--- src/sv/bedge_pkg.sv ---
`default_nettype none

package bedge_pkg;

    localparam int IMAGE_SIDE = 256;
    localparam int COL_W      = $clog2(IMAGE_SIDE);
    localparam int CNT_W      = $clog2(IMAGE_SIDE * IMAGE_SIDE + 1);

    localparam logic [CNT_W-1:0] FRAME_PIXELS = CNT_W'(IMAGE_SIDE * IMAGE_SIDE);
    localparam logic [CNT_W-1:0] LEAD_PIXELS  = CNT_W'(IMAGE_SIDE + 1);
    localparam logic [COL_W-1:0] LAST_COL     = COL_W'(IMAGE_SIDE - 1);

    localparam logic       CMD_PIXEL = 1'b0;
    localparam logic       CMD_DRAIN = 1'b1;

    localparam logic [7:0] THRESHOLD_RESET = 8'd128;
    localparam logic [7:0] EDGE_BOUNDARY   = 8'd0;
    localparam logic [7:0] EDGE_OTHER      = 8'd255;

    localparam logic [8:0] NEIGHBOUR_MASK = 9'b111_101_111;
    localparam logic [8:0] LEFT_COLUMN    = 9'b000_000_111;
    localparam logic [8:0] RIGHT_COLUMN   = 9'b111_000_000;
    localparam logic [8:0] TOP_ROW        = 9'b001_001_001;
    localparam logic [8:0] BOTTOM_ROW     = 9'b100_100_100;

    typedef struct packed {
        logic       command;
        logic [7:0] pixel_value;
    } pix_t;

    typedef struct packed {
        logic [7:0] edge_pixel;
        logic       last_of_frame;
    } res_t;

    typedef struct packed {
        logic left;
        logic right;
        logic top;
        logic bottom;
    } border_t;

    typedef struct packed {
        logic             emit;
        logic             bit_in;
        logic [COL_W-1:0] col;
        border_t          border;
        logic             last;
    } stage_t;

endpackage

`default_nettype wire

--- src/sv/bedge_ram.sv ---
`default_nettype none

module bedge_ram #(
    parameter int WIDTH = 2,
    parameter int DEPTH = 256
) (
    input  wire logic                     clk,
    input  wire logic                     we,
    input  wire logic [$clog2(DEPTH)-1:0] waddr,
    input  wire logic [WIDTH-1:0]         wdata,
    input  wire logic                     re,
    input  wire logic [$clog2(DEPTH)-1:0] raddr,
    output logic      [WIDTH-1:0]         rdata
);

    logic [WIDTH-1:0] mem [DEPTH];

    always_ff @(posedge clk)
    begin
        if (we)
        begin
            mem[waddr] <= wdata;
        end
        if (re)
        begin
            rdata <= mem[raddr];
        end
    end

endmodule

`default_nettype wire

--- src/sv/binary_edge_detect_3x3.sv ---
`default_nettype none
// Path: an accepted item waits in stage B and is registered as a result once the output
//   is free; in stream terms each output follows its pixel by one row plus one pixel.
// Throughput: one item per cycle unless stalled, set by the line memory, read at
//   acceptance, written by stage B; the next item reads another column, except the
//   first pixel after a frame end, whose stale read only reaches masked neighbours.
// Reset: counters, window and handshakes clear, threshold returns to 128;
//   the line memory is not cleared and needs no clearing pass.

module binary_edge_detect_3x3 (
    input  wire logic            clk,
    input  wire logic            rst_n,
    input  wire logic            pixel_valid,
    output logic                 pixel_stall,
    input  wire bedge_pkg::pix_t pixel_item,
    output logic                 result_valid,
    input  wire logic            result_stall,
    output bedge_pkg::res_t      result_item,
    input  wire logic            cfg_valid,
    output logic                 cfg_ready,
    input  wire logic [7:0]      cfg_data
);

    logic [7:0]                  threshold_reg;
    logic [bedge_pkg::CNT_W-1:0] rx_cnt_reg, rx_cnt_next;
    logic [bedge_pkg::COL_W-1:0] rx_col_reg, rx_col_next;
    logic [bedge_pkg::COL_W-1:0] em_col_reg, em_col_next;
    logic [bedge_pkg::COL_W-1:0] em_row_reg, em_row_next;
    logic                        b_valid_reg, b_valid_next;
    bedge_pkg::stage_t           b_reg, b_next;
    logic [8:0]                  window_reg, window_next;
    logic                        result_valid_reg, result_valid_next;
    bedge_pkg::res_t             result_reg, result_next;

    logic                        accept;
    logic                        rx_full;
    logic                        a_push;
    logic                        a_emit;
    logic                        a_last;
    logic [bedge_pkg::COL_W-1:0] drain_col;
    logic                        out_free;
    logic                        b_go;
    logic [1:0]                  line_rdata;
    logic [1:0]                  line_wdata;
    logic                        line_we;
    logic                        line_re;
    logic [bedge_pkg::COL_W-1:0] line_raddr;
    logic [8:0]                  mask;
    logic                        is_edge;

    assign cfg_ready    = 1'b1;
    assign result_valid = result_valid_reg;
    assign result_item  = result_reg;

    assign out_free    = !result_valid_reg || !result_stall;
    assign b_go        = b_valid_reg && (!b_reg.emit || out_free);
    assign pixel_stall = b_valid_reg && !b_go;
    assign accept      = pixel_valid && !pixel_stall;

    assign rx_full   = (rx_cnt_reg == bedge_pkg::FRAME_PIXELS);
    assign drain_col = (em_col_reg == bedge_pkg::LAST_COL) ? '0 : em_col_reg + 1'b1;
    assign a_last    = (em_col_reg == bedge_pkg::LAST_COL) && (em_row_reg == bedge_pkg::LAST_COL);

    always_comb
    begin
        if (pixel_item.command == bedge_pkg::CMD_DRAIN)
        begin
            a_push = rx_full;
            a_emit = rx_full;
        end
        else
        begin
            a_push = !rx_full;
            a_emit = !rx_full && (rx_cnt_reg >= bedge_pkg::LEAD_PIXELS);
        end
    end

    // stage A: decide, advance counters, issue line read
    always_comb
    begin
        rx_cnt_next = rx_cnt_reg;
        rx_col_next = rx_col_reg;
        em_col_next = em_col_reg;
        em_row_next = em_row_reg;
        if (accept && a_push && pixel_item.command == bedge_pkg::CMD_PIXEL)
        begin
            rx_cnt_next = rx_cnt_reg + 1'b1;
            rx_col_next = (rx_col_reg == bedge_pkg::LAST_COL) ? '0 : rx_col_reg + 1'b1;
        end
        if (accept && a_emit)
        begin
            if (em_col_reg == bedge_pkg::LAST_COL)
            begin
                em_col_next = '0;
                em_row_next = em_row_reg + 1'b1;
            end
            else
            begin
                em_col_next = em_col_reg + 1'b1;
            end
            if (a_last)
            begin
                rx_cnt_next = '0;
                rx_col_next = '0;
                em_col_next = '0;
                em_row_next = '0;
            end
        end
    end

    assign line_re    = accept && a_push;
    assign line_raddr = (pixel_item.command == bedge_pkg::CMD_DRAIN) ? drain_col : rx_col_reg;

    always_comb
    begin
        b_next.emit          = a_emit;
        b_next.bit_in        = (pixel_item.command == bedge_pkg::CMD_PIXEL)
                               && (pixel_item.pixel_value > threshold_reg);
        b_next.col           = line_raddr;
        b_next.border.left   = (em_col_reg == '0);
        b_next.border.right  = (em_col_reg == bedge_pkg::LAST_COL);
        b_next.border.top    = (em_row_reg == '0);
        b_next.border.bottom = (em_row_reg == bedge_pkg::LAST_COL);
        b_next.last          = a_last;
        if (line_re)
        begin
            b_valid_next = 1'b1;
        end
        else if (b_go)
        begin
            b_valid_next = 1'b0;
        end
        else
        begin
            b_valid_next = b_valid_reg;
        end
    end

    bedge_ram #(
        .WIDTH (2),
        .DEPTH (bedge_pkg::IMAGE_SIDE)
    ) u_line_ram (
        .clk   (clk),
        .we    (line_we),
        .waddr (b_reg.col),
        .wdata (line_wdata),
        .re    (line_re),
        .raddr (line_raddr),
        .rdata (line_rdata)
    );

    // stage B: shift window, write lines back, form result
    assign line_we    = b_go;
    assign line_wdata = {b_reg.bit_in, line_rdata[1]};

    always_comb
    begin
        mask = bedge_pkg::NEIGHBOUR_MASK;
        if (b_reg.border.left)
        begin
            mask = mask & ~bedge_pkg::LEFT_COLUMN;
        end
        if (b_reg.border.right)
        begin
            mask = mask & ~bedge_pkg::RIGHT_COLUMN;
        end
        if (b_reg.border.top)
        begin
            mask = mask & ~bedge_pkg::TOP_ROW;
        end
        if (b_reg.border.bottom)
        begin
            mask = mask & ~bedge_pkg::BOTTOM_ROW;
        end
        window_next = {b_reg.bit_in, line_rdata[1], line_rdata[0], window_reg[8:3]};
        is_edge     = !window_next[4] && ((window_next & mask) != '0);
    end

    always_comb
    begin
        result_next.edge_pixel    = is_edge ? bedge_pkg::EDGE_BOUNDARY : bedge_pkg::EDGE_OTHER;
        result_next.last_of_frame = b_reg.last;
        if (b_go && b_reg.emit)
        begin
            result_valid_next = 1'b1;
        end
        else if (!result_stall)
        begin
            result_valid_next = 1'b0;
        end
        else
        begin
            result_valid_next = result_valid_reg;
        end
    end

    always_ff @(posedge clk or negedge rst_n)
    begin
        if (!rst_n)
        begin
            threshold_reg    <= bedge_pkg::THRESHOLD_RESET;
            rx_cnt_reg       <= '0;
            rx_col_reg       <= '0;
            em_col_reg       <= '0;
            em_row_reg       <= '0;
            b_valid_reg      <= 1'b0;
            window_reg       <= '0;
            result_valid_reg <= 1'b0;
        end
        else
        begin
            if (cfg_valid && cfg_ready)
            begin
                threshold_reg <= cfg_data;
            end
            rx_cnt_reg       <= rx_cnt_next;
            rx_col_reg       <= rx_col_next;
            em_col_reg       <= em_col_next;
            em_row_reg       <= em_row_next;
            b_valid_reg      <= b_valid_next;
            result_valid_reg <= result_valid_next;
            if (b_go)
            begin
                window_reg <= window_next;
            end
        end
    end

    always_ff @(posedge clk)
    begin
        if (line_re)
        begin
            b_reg <= b_next;
        end
        if (b_go && b_reg.emit)
        begin
            result_reg <= result_next;
        end
    end

    a_no_line_collision: assert property (@(posedge clk) disable iff (!rst_n)
        (line_we && line_re && !b_reg.last) |-> (b_reg.col != line_raddr))
        else $error("line memory read and write hit the same column");

    a_rx_bounded: assert property (@(posedge clk) disable iff (!rst_n)
        rx_cnt_reg <= bedge_pkg::FRAME_PIXELS)
        else $error("pixel count beyond frame size");

    a_result_source: assert property (@(posedge clk) disable iff (!rst_n)
        $rose(result_valid_reg) |-> $past(b_go && b_reg.emit))
        else $error("result raised without an emitting item");

    a_result_values: assert property (@(posedge clk) disable iff (!rst_n)
        result_valid_reg |-> (result_reg.edge_pixel == bedge_pkg::EDGE_BOUNDARY
                              || result_reg.edge_pixel == bedge_pkg::EDGE_OTHER))
        else $error("edge pixel outside its two values");

    a_stall_needs_item: assert property (@(posedge clk) disable iff (!rst_n)
        pixel_stall |-> (b_valid_reg && b_reg.emit && result_valid_reg))
        else $error("input stalled with nothing held");

endmodule

`default_nettype wire

--- config.mk ---
export PLATFORM = sky130hd
export DESIGN_NAME = binary_edge_detect_3x3
export DESIGN_NICKNAME = d
export VERILOG_FILES = /design/src/sv/bedge_pkg.sv /design/src/sv/bedge_ram.sv /design/src/sv/binary_edge_detect_3x3.sv
export SDC_FILE = /design/constraint.sdc
export NUM_CORES = 1
export LEC_CHECK = 0
export ABC_AREA = 0
export BUFFER_PORTS_ARGS = -buffer_cell sky130_fd_sc_hd__buf_2
export CORE_UTILIZATION = 57
export DETAILED_ROUTE_END_ITERATION = 8
export GPL_TIMING_DRIVEN = 0
export PLACE_DENSITY = 0.84
export SYNTH_ARGS = -nofsm -noshare
export SYNTH_HDL_FRONTEND = slang
export SYNTH_HIERARCHICAL = 1
export SYNTH_SLANG_ARGS = --single-unit
--- constraint.sdc ---
create_clock -name clk -period 4.08 [get_ports clk]
set_input_delay 0 -clock clk [delete_from_list [all_inputs] [get_ports clk]]
set_output_delay 0 -clock clk [all_outputs]
set_load 0.1 [all_outputs]
### After elaboration in Yosys (flattened, before gate mapping)

Memory sizes are Yosys's and may differ from the RTL's. A register that Yosys moved wholly into a read port is not among the register bits.
Index checks and enable logic that the tools add are counted.
W data, S select, Z words.

| word-level totals | value |
|---|---|
| flip-flop bits (word level) | 84 |
| RAM bits | 512 |
| output and inout port bits | 12 |
| word-level logic and storage cells | 83 |
| memories kept | 1 |

| cells by class | value |
|---|---|
| add/subtract/negate cells | 4 |
| $lt $le $gt $ge | 2 |
| eq/ne operators | 5 |
| mux-type cells | 25 |
| bitwise operators | 2 |
| reduce and logical (&&, ||, !) cells | 26 |

Memory list:

| name | words | bits a word | rd ports | clocked after memory_dff | wr ports | line | source |
|---|---|---|---|---|---|---|---|
| u_line_ram.mem | 256 | 2 | 1 | 1 | 1 | bedge_ram.sv:16 | `logic [WIDTH-1:0] mem [DEPTH];` |

Operators with widths:

| cell | count |
|---|---|
| $mux W8 | 10 |
| $mux W17 | 3 |
| $add A8 B1 Y8 const B | 3 |
| $eq A8 B8 Y1 const B | 3 |
| $mux W9 | 2 |
| $add A17 B1 Y17 const B | 1 |
| $eq A17 B17 Y1 const B | 1 |
| $ge A17 B9 Y1 const B | 1 |
| $logic_not A8 Y1 | 2 |
| $logic_and A1 B1 Y1 | 11 |
| $and A9 B9 Y9 | 1 |
| $reduce_bool A9 Y1 | 1 |
| $gt A8 B8 Y1 | 1 |
| $mux W1 | 8 |
| $logic_not A1 Y1 | 7 |
| $mux W7 | 1 |
| $reduce_bool A2 Y1 | 2 |
| $mux W3 | 1 |
| $logic_or A1 B1 Y1 | 2 |
| $ne A2 B1 Y1 const B | 1 |
| $reduce_and A2 Y1 | 1 |
| $not A1 Y1 | 1 |

### Logic depth before layout (Yosys ltp)

| logic depth | value |
|---|---|
| depth after elaboration | 13 |
| gate-level depth with buffers | 17 |
| depth with buffers taken out | 12 |

### Modules after synthesis

Netlist, hierarchy kept.

Modules (own cells, without submodules):

| module | times used | cells an instance | area an instance (µm²) |
|---|---|---|---|
| bedge_ram | 1 | 1242 | 21401.8 |
| binary_edge_detect_3x3 | 1 | 410 | 4003.8 |

### Worst setup path after synthesis

No wires, ideal clock.

| timing path | value |
|---|---|
| kind | flip-flop to flip-flop |
| start point | register b_reg[13] (netlist bit) |
| end point | register result_reg, in the netlist result_item[7] (data pin) |
| setup time | 259 ps |
| arrival time | 3849 ps |
| slack | -28 ps |
| stages on the path, launching flop included | 4 |
| path buffers | 0 |
| clock period less this slack | 4108 ps |
| cell sequence | edfxtp_1 -> a21oi_1 -> o221ai_1 -> o21bai_1 |

| on the way | value |
|---|---|
| longest elaborated chain between the ends | 4 |

Ends and longest elaborated chain:

| element | line | source |
|---|---|---|
| start: declaration | binary_edge_detect_3x3.sv:30 | `bedge_pkg::stage_t b_reg, b_next;` |
| start signal: assignment | binary_edge_detect_3x3.sv:233 | `b_reg <= b_next;` |
| $and A9 B9 Y9 | binary_edge_detect_3x3.sv:176 | `is_edge = !window_next[4] && ((window_next & mask) != '0);` |
| $reduce_bool A9 Y1 | binary_edge_detect_3x3.sv:176 |  |
| $logic_and A1 B1 Y1 | binary_edge_detect_3x3.sv:176 |  |
| $mux W8 | binary_edge_detect_3x3.sv:181 | `result_next.edge_pixel = is_edge ? bedge_pkg::EDGE_BOUNDARY : bedge_pkg::EDGE_OTHER;` |
| end signal: assignment | binary_edge_detect_3x3.sv:237 | `result_reg <= result_next;` |
| end: declaration | binary_edge_detect_3x3.sv:33 | `bedge_pkg::res_t result_reg, result_next;` |

No other way between the ends.
A chain may end at the register's enable or synchronous reset.

==> flow_metrics.py <==
metrics = {
    "synth": {
        "synth.net_count": 1690,
        "synth_warnings": 6,
        "synth_cell_types": 76,
        "ys_ff_latch": 588,
        "synth-seq-area-share": 0.684,
        "synth_edf_count": 531,
        "synth.avg_cell_area_um2": 15.4,
        "synthCells": 1652,
        "synth_ff_type": "edfxtp_1",
        "netlist_area_um2": 25400,
        "async_reset_ff_frac": 0.0969,
    },
    "setup_path": {
        "rrSetupSlack_ns": 0.003,
        "rr_endpoint": "u_line_ram/rdata[0]",
        "cp.required_ns": 4.49,
        "cp-start-kind": "flop",
        "cp_num_buf_inv": 5,
        "slowest_stage": "clkbuf_1",
        "worstPathCellList": "ha_1 > and3_2 > nand4_1 > inv_4 > buf_4 > nor2_1 > a22o_1 > clkbuf_1 > inv_1 > clkbuf_2 > o221ai_1 > a211oi_1 > o21ai_0 > a31oi_4 > a211oi_4",
        "crit_path_max_fanout": 10,
        "crit_family": "buffers and inverters",
        "worst_r2r_path_depth": 15,
        "slowest_delay_ns": 0.64,
        "path_class": "flop to flop",
        "crit_arrival_ns": 4.49,
        "end_kind": "flop",
        "r2r_start": "em_col_reg[0]",
    },
    "placement": {
        "place_congestion": 0.937,
        "detailed_place_hpwl_um": 43800,
        "place.port_buffers": 31,
        "dp.cells": 2286,
    },
    "clocking": {
        "clk_path_buf_depth": 3,
        "worstSkewPairLatency_ns": 0.63,
        "cts_buffers": 56,
        "clkTransAtPathRegs_ns": 0.06,
        "clock-sinks": 588,
        "htreeDepth": 2,
        "cts_root_buffer": "clkbuf_16",
        "cts_tree": "yes",
    },
    "floorplan": {
        "io_pins": 34,
        "design.die.area_um2": 45400,
        "die_h_um": 213,
        "design.core.area_um2": 43600,
        "die_w_um": 213,
        "initial_core_util": 0.583,
        "fp-row-count": 76,
    },
    "cells_and_area": {
        "nFillCells": 2782,
        "largest_reg_flops": 512,
        "final_cells": 2420,
        "layout_commonest_cell": "edfxtp_1",
        "drive_above_1_share": 0.167,
        "final_cell_mix": "edfxtp_1, nor2_1, mux4_2",
        "seq_area_um2": 17400,
        "antennaDiodeCount": 0,
        "multiInputGateArea_um2": 7300,
        "syn_to_final_growth_pct": 13.9,
        "layout.nets": 1828,
    },
    "routing": {
        "routed_via_density": 6.71,
        "num_vias": 16200,
        "routed_wl_um": 66800,
        "drt_pre_antenna_iters": 6,
        "drtIter0Drc": 2505,
        "drc": 0,
        "ant_nets": 0,
        "wire_per_inst_um": 27.6,
    },
    "sta": {
        "fin_crit_sh": 0.999,
        "slew_headroom": 0.0701,
        "fmax_ghz": 0.245,
        "worst_pin_slew_ns": 1.39,
        "setup-tns-final_ns": 0,
        "setup_viol": 0,
        "fin_crit_ns": 4.08,
        "maxSlewViolCount": 0,
        "finalHoldViolCount": 0,
        "clock-skew-final_ns": 0.0287,
    },
    "global_route": {
        "grt_pass1_wl_um": 98300,
        "grt_use_total": 0.301,
        "overflow": 0,
        "grt_pass1_vias": 16100,
        "grt_max_degree": 58,
        "grt_antenna_before_repair": 2,
    },
    "outcome": {
        "status": "finished clean",
    },
    "power_and_ir_drop": {
        "power_density_nw_per_um2": 615,
        "comb_power_share": 0.322,
        "power.internal_w": 0.0119,
        "vdd_drop_max_mv": 0.332,
        "pwr-share-seq": 0.402,
        "p_leak_nw": 9.61,
        "p_clk_frac": 0.275,
        "p_sw_w": 0.00587,
        "switching_share": 0.329,
    },
    "hold_path": {
        "hp-class": "primary input to async pin",
    },
    "job": {
        "cap_violations": 0,
    },
}
==> kinds of logic after synthesis <==
| family | after synthesis | share of synthesized area |
|---|---|---|
| mux | 178 | 0.124 |
| compound gates | 168 | 0.0476 |
| fa+ha+maj | 16 | 0.00788 |
| simple gates | 528 | 0.0932 |
| other cells | 1 | 0.000148 |
| flops | 588 | 0.684 |
| buf+inv | 143 | 0.0331 |
| xor+xnor | 30 | 0.0103 |
==> how the worst max path moves through the flow <==
stage / endpoint / startpoint / depth (start not counted) / slack, ns
after floorplan: u_line_ram/mem[0][1] / b_reg[13] / 0 / -0.0009
after global placement: u_line_ram/mem[137][1] / b_reg[13] / 0 / -2.65
after detailed placement: u_line_ram/rdata[0] / em_col_reg[0] / 12 / -0.86
after CTS: u_line_ram/rdata[1] / em_col_reg[0] / 14 / 0.02
after global routing: u_line_ram/rdata[0] / em_col_reg[0] / 17 / -0.08
final: u_line_ram/rdata[0] / em_col_reg[0] / 15 / 0.003
==> worst reg2reg max path, cell delays in order, from the launching register on <==
cell and delay (ns):
dfrtp_2 0.44, ha_1 0.24, and3_2 0.22, nand4_1 0.22, inv_4 0.09, buf_4 0.14, nor2_1 0.08, a22o_1 0.22
clkbuf_1 0.64, inv_1 0.24, clkbuf_2 0.32, o221ai_1 0.18, a211oi_1 0.08, o21ai_0 0.35, a31oi_4 0.16, a211oi_4 0.27
==> cells in the mapped netlist, drive strengths merged, types with 16 or more instances <==
master  instances  share of area
edfxtp        531           0.63
nor2          299          0.044
mux4          102          0.093
nand2          73          0.011
clkbuf         63         0.0096
mux2i          63          0.025
dfrtp          56          0.055
nand3          50         0.0098
buf            49          0.019
o21ai          36         0.0071
inv            28         0.0041
a21oi          26         0.0051
nand4          26         0.0064
o221ai         17         0.0059
ha             16         0.0079
nor2b          16         0.0039
==> stage by stage <==
| stage | worst slack (ns) | instance area (um2) | util | hold slack (ns) | total power (W) |
|---|---|---|---|---|---|
| 2_1_floorplan | -0.000926 | 25400 | - | -0.296 | 0.0106 |
| 3_3_place_gp | -2.65 | 26300 | 0.604 | 0.219 | 0.0123 |
| 3_5_place_dp | -0.861 | 26800 | 0.615 | 0.223 | 0.0126 |
| 4_1_cts | 0.0151 | 28800 | 0.661 | 0.0391 | 0.0175 |
| 5_1_grt | -0.0784 | 28900 | 0.665 | 0.0495 | 0.0182 |
| 6_report | 0.00278 | 28900 | 0.665 | 0.0159 | 0.0178 |
==> area by class of cell <==
class                      count  share of cell area
buffer                       111              0.0259
clock buffer                  66              0.0505
multi-input combinational    921               0.252
timing repair buffer          82              0.0333
clock inverter                37             0.00856
inverter                      30             0.00398
tap                          585              0.0253
sequential                   588               0.600
==> timing repair <==
item                       in CTS  in global routing
gates resized for setup        17                 26
hold buffers                   25                  0
pin swaps                       2                  5
buffers inserted                2                  6
hold endpoints to repair       70                  0
setup endpoints to repair       2                  2
cloned                          0                  0
==> routing by layer <==
metal  vias to the layer above  global-route usage  part of all wire
li1                       6658                   -                 -
met1                      7991               0.394              0.35
met2                      1329               0.467              0.46
met3                       250              0.0807              0.14
met4                         2               0.152             0.055
met5                         -                   0           0.00016
==> power groups by stage <==
stage	combinational (W)	clock (W)	sequential (W)
after global placement	0.00470	0	0.00764
after global routing	0.00583	0.00516	0.00718
after CTS	0.00537	0.00493	0.00715
after floorplan	0.00319	0	0.00745
final	0.00574	0.00491	0.00716
after detailed placement	0.00528	0	0.00728
No activity file was read; power rests on OpenSTA's default activity.
